`config.mk`:
```
export PLATFORM = sky130hd
export DESIGN_NAME = sliding_window_maximum
export DESIGN_NICKNAME = d
export VERILOG_FILES = /design/src/hdl/swm_pkg.sv /design/src/hdl/sliding_window_maximum.sv /design/src/hdl/swm_ram.sv /design/src/hdl/swm_datapath.sv /design/src/hdl/swm_ctrl.sv
export SDC_FILE = /design/constraint.sdc
export NUM_CORES = 2
export LEC_CHECK = 0
export BUFFER_PORTS_ARGS = -buffer_cell sky130_fd_sc_hd__buf_2
export CELL_PAD_IN_SITES_DETAIL_PLACEMENT = 0
export CELL_PAD_IN_SITES_GLOBAL_PLACEMENT = 1
export CORE_UTILIZATION = 55
export DETAILED_ROUTE_END_ITERATION = 16
export PLACE_DENSITY = 0.87
export SYNTH_ARGS = -nofsm -noshare
export SYNTH_HDL_FRONTEND = slang
export SYNTH_SLANG_ARGS = --single-unit
```
`constraint.sdc`:
```
create_clock -name clk -period 15.15 [get_ports clk]
set_clock_uncertainty 0.2 [all_clocks]
set_input_delay 0 -clock clk [delete_from_list [all_inputs] [get_ports clk]]
set_output_delay 0 -clock clk [all_outputs]
set_load 0.02 [all_outputs]
```
`src/hdl/swm_pkg.sv`:
```
// Package for the sliding window maximum block: sizes, register codes,
// slot arithmetic and the command and status structs between control and datapath.
// No dependencies.
`default_nettype none

package swm_pkg;

  // Store depth and derived widths.
  localparam int WINDOW_MAX = 64;
  localparam int SLOT_W     = $clog2(WINDOW_MAX);
  localparam int CNT_W      = $clog2(WINDOW_MAX + 1);

  // Field and register widths.
  localparam int SAMPLE_W   = 32;
  localparam int WLEN_W     = 7;
  localparam int APB_DATA_W = 32;
  localparam int APB_ADDR_W = 3;

  // Register index carried on address bit 2.
  localparam logic REG_WINDOW_LENGTH = 1'b0;
  localparam logic [WLEN_W-1:0] WLEN_RESET = WLEN_W'(3);

  // Commands from the controller to the datapath.
  typedef struct packed {
    logic accept;  // Store the item and set up the scan.
    logic issue;   // Present the next read address to the store.
    logic cmp;     // Read data is valid this cycle: fold it into the maximum.
    logic load;    // Copy the maximum into the output register.
  } swm_cmd_t;

  // Status from the datapath to the controller.
  typedef struct packed {
    logic produce;  // The item being offered completes a window.
    logic rd_done;  // No reads are left to issue.
  } swm_sts_t;

  // Next slot of the ring store, with wrap.
  function automatic logic [SLOT_W-1:0] slot_inc(input logic [SLOT_W-1:0] s);
    if (s == SLOT_W'(WINDOW_MAX - 1)) begin
      return '0;
    end
    return s + SLOT_W'(1);
  endfunction

  // Previous slot of the ring store, with wrap.
  function automatic logic [SLOT_W-1:0] slot_dec(input logic [SLOT_W-1:0] s);
    if (s == '0) begin
      return SLOT_W'(WINDOW_MAX - 1);
    end
    return s - SLOT_W'(1);
  endfunction

  // Window length clamped to the range 1 to WINDOW_MAX.
  function automatic logic [CNT_W-1:0] eff_window(input logic [WLEN_W-1:0] wl);
    if (wl == '0) begin
      return CNT_W'(1);
    end
    if (32'(wl) > 32'(WINDOW_MAX)) begin
      return CNT_W'(WINDOW_MAX);
    end
    return CNT_W'(wl);
  endfunction

endpackage

`default_nettype wire

```
`src/hdl/sliding_window_maximum.sv`:
```
// Each accepted item is written to the store; an item that completes a window
// then starts a scan of the k-1 stored samples before it through the single
// store read port, where k is the clamped window length, and its maximum is
// loaded once any previous result is no longer held by out_stall. Input is
// stalled from the scan until that load; other items need no scan.
// Reset (synchronous, rst_n low) clears the window length to 3, the slot and
// fill counters and the control state; store contents are not cleared.
`default_nettype none

module sliding_window_maximum
  import swm_pkg::*;
(
  input  wire logic                         clk,
  input  wire logic                         rst_n,
  // Input items.
  input  wire logic                         in_valid,
  output logic                              in_stall,
  input  wire logic signed [SAMPLE_W-1:0]   in_sample,
  input  wire logic                         in_start_new,
  // Result items.
  output logic                              out_valid,
  input  wire logic                         out_stall,
  output logic signed [SAMPLE_W-1:0]        out_window_max,
  // Configuration port.
  input  wire logic                         psel,
  input  wire logic                         penable,
  input  wire logic                         pwrite,
  input  wire logic [APB_ADDR_W-1:0]        paddr,
  input  wire logic [APB_DATA_W-1:0]        pwdata,
  output logic      [APB_DATA_W-1:0]        prdata,
  output logic                              pready
);

  swm_cmd_t          cmd;
  swm_sts_t          sts;
  logic              cfg_we;
  logic [WLEN_W-1:0] win_len;

  // Register decode: only the window length register exists.
  assign pready = 1'b1;
  assign cfg_we = psel && penable && pwrite && (paddr[2] == REG_WINDOW_LENGTH);
  assign prdata = (paddr[2] == REG_WINDOW_LENGTH) ? APB_DATA_W'(win_len) : '0;

  swm_ctrl u_ctrl (
    .clk       (clk),
    .rst_n     (rst_n),
    .in_valid  (in_valid),
    .in_stall  (in_stall),
    .out_valid (out_valid),
    .out_stall (out_stall),
    .sts       (sts),
    .cmd       (cmd)
  );

  swm_datapath u_dp (
    .clk            (clk),
    .rst_n          (rst_n),
    .cmd            (cmd),
    .sts            (sts),
    .in_sample      (in_sample),
    .in_start_new   (in_start_new),
    .cfg_we         (cfg_we),
    .cfg_wdata      (pwdata[WLEN_W-1:0]),
    .win_len        (win_len),
    .out_window_max (out_window_max)
  );

endmodule

`default_nettype wire

```
`src/hdl/swm_ram.sv`:
```
// Generic single-clock RAM with one write port and one registered read port.
// No dependencies.
`default_nettype none

module swm_ram #(
  parameter int WIDTH = 32,
  parameter int DEPTH = 64
) (
  input  wire logic                     clk,
  input  wire logic                     we,
  input  wire logic [$clog2(DEPTH)-1:0] waddr,
  input  wire logic [WIDTH-1:0]         wdata,
  input  wire logic [$clog2(DEPTH)-1:0] raddr,
  output logic      [WIDTH-1:0]         rdata
);

  logic [WIDTH-1:0] mem [DEPTH];

  // Write port and registered read port.
  always_ff @(posedge clk) begin
    if (we) begin
      mem[waddr] <= wdata;
    end
    rdata <= mem[raddr];
  end

endmodule

`default_nettype wire

```
`src/hdl/swm_datapath.sv`:
```
// Datapath of the sliding window maximum: window length register, ring store,
// slot and fill counters, read pointer and the running maximum.
// Depends on swm_pkg and swm_ram.
`default_nettype none

module swm_datapath
  import swm_pkg::*;
(
  input  wire logic                       clk,
  input  wire logic                       rst_n,
  input  wire swm_cmd_t                   cmd,
  output swm_sts_t                        sts,
  input  wire logic signed [SAMPLE_W-1:0] in_sample,
  input  wire logic                       in_start_new,
  input  wire logic                       cfg_we,
  input  wire logic [WLEN_W-1:0]          cfg_wdata,
  output logic [WLEN_W-1:0]               win_len,
  output logic signed [SAMPLE_W-1:0]      out_window_max
);

  logic [WLEN_W-1:0]          win_len_r;
  logic [SLOT_W-1:0]          next_slot_r;
  logic [CNT_W-1:0]           filled_r;
  logic [CNT_W-1:0]           filled_nxt;
  logic [CNT_W-1:0]           k;
  logic [SLOT_W-1:0]          rd_ptr_r;
  logic [CNT_W-1:0]           rd_left_r;
  logic signed [SAMPLE_W-1:0] best_r;
  logic signed [SAMPLE_W-1:0] out_data_r;
  logic [SAMPLE_W-1:0]        rdata;

  assign k       = eff_window(win_len_r);
  assign win_len = win_len_r;

  // Fill count after the offered item: a start flag restarts it at one.
  always_comb begin
    if (in_start_new) begin
      filled_nxt = CNT_W'(1);
    end else if (filled_r == CNT_W'(WINDOW_MAX)) begin
      filled_nxt = filled_r;
    end else begin
      filled_nxt = filled_r + CNT_W'(1);
    end
  end

  assign sts.produce = (filled_nxt >= k);
  assign sts.rd_done = (rd_left_r == '0);

  // Control state: configuration and ring position.
  always_ff @(posedge clk) begin
    if (!rst_n) begin
      win_len_r   <= WLEN_RESET;
      next_slot_r <= '0;
      filled_r    <= '0;
    end else begin
      if (cfg_we) begin
        win_len_r <= cfg_wdata;
      end
      if (cmd.accept) begin
        next_slot_r <= slot_inc(next_slot_r);
        filled_r    <= filled_nxt;
      end
    end
  end

  // Scan pointer, remaining reads and the running maximum.
  always_ff @(posedge clk) begin
    if (!rst_n) begin
      rd_left_r <= '0;
    end else if (cmd.accept) begin
      rd_left_r <= k - CNT_W'(1);
    end else if (cmd.issue) begin
      rd_left_r <= rd_left_r - CNT_W'(1);
    end
  end

  always_ff @(posedge clk) begin
    if (cmd.accept) begin
      rd_ptr_r <= slot_dec(next_slot_r);
      best_r   <= in_sample;
    end else begin
      if (cmd.issue) begin
        rd_ptr_r <= slot_dec(rd_ptr_r);
      end
      if (cmd.cmp && ($signed(rdata) > best_r)) begin
        best_r <= $signed(rdata);
      end
    end
    if (cmd.load) begin
      out_data_r <= best_r;
    end
  end

  assign out_window_max = out_data_r;

  // Ring store of recent samples.
  swm_ram #(
    .WIDTH (SAMPLE_W),
    .DEPTH (WINDOW_MAX)
  ) u_store (
    .clk   (clk),
    .we    (cmd.accept),
    .waddr (next_slot_r),
    .wdata (in_sample),
    .raddr (rd_ptr_r),
    .rdata (rdata)
  );

endmodule

`default_nettype wire

```
`src/hdl/swm_ctrl.sv`:
```
// Controller of the sliding window maximum: accepts items, sequences the
// store scan and owns the output valid flag.
// Depends on swm_pkg.
`default_nettype none

module swm_ctrl
  import swm_pkg::*;
(
  input  wire logic     clk,
  input  wire logic     rst_n,
  input  wire logic     in_valid,
  output logic          in_stall,
  output logic          out_valid,
  input  wire logic     out_stall,
  input  wire swm_sts_t sts,
  output swm_cmd_t      cmd
);

  typedef enum logic [1:0] {
    ST_IDLE,
    ST_SCAN,
    ST_DONE
  } state_t;

  state_t state_r, state_nxt;
  logic   rd_pend_r, rd_pend_nxt;
  logic   out_valid_r, out_valid_nxt;

  // Next state, commands and output flag.
  always_comb begin
    state_nxt     = state_r;
    rd_pend_nxt   = 1'b0;
    out_valid_nxt = out_valid_r && out_stall;
    cmd           = '0;
    unique case (state_r)
      ST_IDLE: begin
        if (in_valid) begin
          cmd.accept = 1'b1;
          if (sts.produce) begin
            state_nxt = ST_SCAN;
          end
        end
      end
      ST_SCAN: begin
        cmd.issue   = !sts.rd_done;
        cmd.cmp     = rd_pend_r;
        rd_pend_nxt = cmd.issue;
        if (sts.rd_done && !rd_pend_r) begin
          state_nxt = ST_DONE;
        end
      end
      ST_DONE: begin
        if (!out_valid_r || !out_stall) begin
          cmd.load      = 1'b1;
          out_valid_nxt = 1'b1;
          state_nxt     = ST_IDLE;
        end
      end
      default: begin
        state_nxt = ST_IDLE;
      end
    endcase
  end

  always_ff @(posedge clk) begin
    if (!rst_n) begin
      state_r     <= ST_IDLE;
      rd_pend_r   <= 1'b0;
      out_valid_r <= 1'b0;
    end else begin
      state_r     <= state_nxt;
      rd_pend_r   <= rd_pend_nxt;
      out_valid_r <= out_valid_nxt;
    end
  end

  assign in_stall  = (state_r != ST_IDLE);
  assign out_valid = out_valid_r;

endmodule

`default_nettype wire

```
==> impl_results.md <==
* Final Hold Viols at 0
* Port Buffers at 88
* Wire length per cell at 34.6 µm
* Worst path cell trace: buf_4 > buf_4 > buf_4 > buf_4 > mux4_2 > nor2b_1 > a211oi_1 > a31oi_1 > a211oi_1 > nor2_1
* Max-Cap Viols at 0
* Pwr per Cell Area at 138 nW/µm²
* Clock buffer depth at 3
* Via density at 6.69
* DR vias at 41,800
* Seq pwr share at 51.8%
* Area grow syn2layout at 12.5%
* Worst Path Max Fanout at 46
* Post-synthesis sequential area ratio at 77.1%
* Post-synthesis instance area at 84,100 µm²
* Synth Flop Type: edfxtp_1
* Delay-heaviest family, CP: buffers and inverters
* Global-route wire length before repair at 306 mm
* Largest net degree at the start of global routing at 133
* Die width at 393 µm
* Leakage at 0.0304 µW
* Worst Path Arrival at 6.19 ns
* Async SR Flop Fraction at 0%
* Sequential Area at 64,900 µm²
* Critical path origin: u_dp.rd_ptr_r[0]$_DFFE_PP_
* Vias in the first global route at 42,700
* Slew Limit Fails at 0
* Crit. End Element: flip-flop
* Status: completed
* Worst-path clk slew at 0.06 ns
* Gpl congestion at 0.835
* Clock Tree Root: clkbuf_16
* Synth Warn # at 0
* Avg Inst Size Synth at 22.2 µm²
* Path depth of the worst reg2reg path at 10
* Min-Delay Path Class: in -> reg
* Fillers at 9,615
* Synth cell types at 51
* Initial antenna violation count at 4
* Final count of negative-setup-slack endpoints at 0
* Setup_tns at 0 ns
* Comb pwr share at 9.3%
* Worst setup SP type: flip-flop
* # rows at 143
* Share of cells above drive strength 1 at 27.2%
* CTS Sinks at 2,181
* Drt first pass iters at 5
* Power Total at 13,000 µW
* Clock Power Share at 38.9%
* Wirelength, routed at 216 mm
* Finished Cell Area at 94,700 µm²
* Post-DRT Antenna Nets at 0
* Die area at 155,000 µm²
* Mapped Cells at 3,797
* Worst slew margin at 4.80%
* Initial Util at 55.4%
* Area of the multi-input gates at 18,600 µm²
* TritonCTS buffer count at 198
* DR iter-0 viols at 6,047
* H-tree Lvls at 4
* EDFF count, synth at 2,118
* Clock latency on the worst-skew pair at 0.82 ns
* Io pins at 142
* Tcrit/Tclk final at 37.8%
* Congestion Overflow GR at 0
* Worst-margin pin slew at 1.43 ns
* Detail Placement HPWL at 103 mm
* Worst Hold Path EP: u_dp.filled_r[3]$_SDFFE_PN0P_
* Yosys reg bits at 2,181
* TritonCTS clock tree: yes
* Setup Buffers After CTS at 0
* Hold Path Stages at 6
* Req. time, crit path at 15.62 ns
* Flop2flop setup slack at 9.42 ns
* Peak VDD IR at 0.000119 V
* DRC viols at 0
* Net switching power at 2950 µW
* Critical Setup Path Class: reg -> reg
* WP buf/inv at 4
* Internal power at 10,100 µW
* Max stage delay cell, worst path: buf_4
* Tot GR Track Use at 28.5%
* Max Fclk at 0.175 GHz
* Core Area at 152,000 µm²
* Die H at 393 µm
* Switching Share at 22.6%
* Most used cell along the critical path: buf_4
* Worst hold start: in_start_new
* Launching point of the worst reg2reg path: u_dp.rd_ptr_r[0]$_DFFE_PP_
* Cell area after placement at 87,500 µm²
* Fin crit period at 5.73 ns
* Final hold slack at 0.117 ns
* Post-layout net count at 4,179
* R2R Path End: u_dp.u_store.rdata[8]$_DFF_P_
* Unrepaired setup endpoints after global routing: false
* CP max stage delay at 0.88 ns
==> cells by family (layout without fill, tap and decap cells) <==
| group | after synthesis | count (layout) | share of synthesized area [%] |
|---|---|---|---|
| muxes | 664 | 664 | 16.7 |
| DFF | 2181 | 2181 | 77.1 |
| adders and majority gates | 47 | 47 | 0.699 |
| buffers and inverters | 273 | 676 | 1.50 |
| and+or+nand+nor | 422 | 422 | 2.19 |
| xor gates and xnor gates | 23 | 23 | 0.239 |
| AOI/OAI and AO/OA | 185 | 185 | 1.53 |
| other | 2 | 29 | 0.00893 |
==> layout make-up <==
type,instances,area share (%)
diodes,3,0.00793
clock buffers,249,5.60
clock inverters,118,1.26
inverters,48,0.190
multi-input cells,1367,19.7
flip-flops and latches,2181,68.5
well taps,2030,2.68
repair buffers,261,2.10
==> state kept, by name (all words and copies together), names as in the netlist <==
signal / cells
u_dp.u_store.mem: 2048
u_dp.best_r: 32
u_dp.out_window_max: 32
u_dp.u_store.rdata: 32
u_dp.filled_r: 7
u_dp.rd_left_r: 7
u_dp.win_len: 7
u_dp.next_slot_r: 6
u_dp.rd_ptr_r: 6
u_ctrl.state_r: 2
u_ctrl.out_valid: 1
u_ctrl.rd_pend_r: 1
==> how the worst max path moves through the flow <==
stage / cells past startpoint / slack, ns / endpoint
2_1_floorplan: 9 / 10.37 / u_dp.best_r[0]$_DFFE_PP_
3_3_place_gp: 10 / 9.50 / u_dp.u_store.rdata[8]$_DFF_P_
3_5_place_dp: 10 / 9.45 / u_dp.u_store.rdata[8]$_DFF_P_
4_1_cts: 10 / 9.32 / u_dp.u_store.rdata[8]$_DFF_P_
5_1_grt: 10 / 9.06 / u_dp.u_store.rdata[8]$_DFF_P_
6_report: 10 / 9.42 / u_dp.u_store.rdata[8]$_DFF_P_
==> synth_stat cells, types with 37 or more instances <==
library cell / n / share of area [%]
edfxtp_1: 2118 / 76
mux4_2: 595 / 16
nand2_1: 201 / 0.90
nor2_1: 117 / 0.52
clkbuf_1: 100 / 0.45
buf_2: 72 / 0.43
mux2i_1: 67 / 0.80
dfxtp_1: 63 / 1.5
inv_1: 48 / 0.21
ha_1: 47 / 0.70
buf_4: 39 / 0.35
a22oi_1: 38 / 0.34
a21oi_1: 37 / 0.22
==> layout by cell type (no fill, tap or decap), types with 29 or more instances in the layout <==
cell type and n:
a211oi_1 30, a21oi_1 36, a22oi_1 38, buf_2 88, buf_4 96, clkbuf_1 41, clkbuf_16 203, clkinv_1 41
clkinv_2 39, dfxtp_1 63, dlygate4sd3_1 71, edfxtp_1 2118, ha_1 47, inv_1 47, mux2i_1 67, mux4_2 595
nand2_1 201, nor2_1 54, nor2_4 63, nor2b_1 29
==> power by group through the flow <==
| stage | logic, µW | clock network, µW | registers, µW |
|---|---|---|---|
| after floorplan | 784 | 0 | 6840 |
| after global placement | 1140 | 0 | 6870 |
| after detailed placement | 1160 | 0 | 6870 |
| after CTS | 1210 | 5100 | 6740 |
| after global routing | 1280 | 5320 | 6750 |
| final | 1210 | 5060 | 6750 |
==> through the flow <==
| step | setup WS [ns] | cells | util [%] |
|---|---|---|---|
| 2_1_floorplan | 10.37 | 3821 | - |
| 3_3_place_gp | 9.50 | 5816 | 57.6 |
| 3_5_place_dp | 9.45 | 5816 | 57.6 |
| 4_1_cts | 9.32 | 6254 | 62.3 |
| 5_1_grt | 9.06 | 6254 | 62.3 |
| 6_report | 9.42 | 6257 | 62.3 |
==> tightest hold or removal path: cells and delay by family <==
kind / cells / cell delay [ns]
buf+inv: 2 / 0.65
simple gates: 3 / 0.38
compound gates: 1 / 0.05
==> what timing repair did <==
action                    in CTS  in global routing
resized for setup              0                  0
hold endpoints to repair    2149                  0
hold buffers                  71                  0
==> routing by layer <==
layer / vias to the layer above / track usage [%] / part of all wire (%)
met4: 2 / 13.2 / 4.9
met2: 3117 / 46.0 / 49
met3: 582 / 6.21 / 11
li1: 16300 / - / -
met1: 21800 / 37.4 / 35
met5: - / 0 / 0.0088
Note: power is estimated with default switching activity, not from simulation.
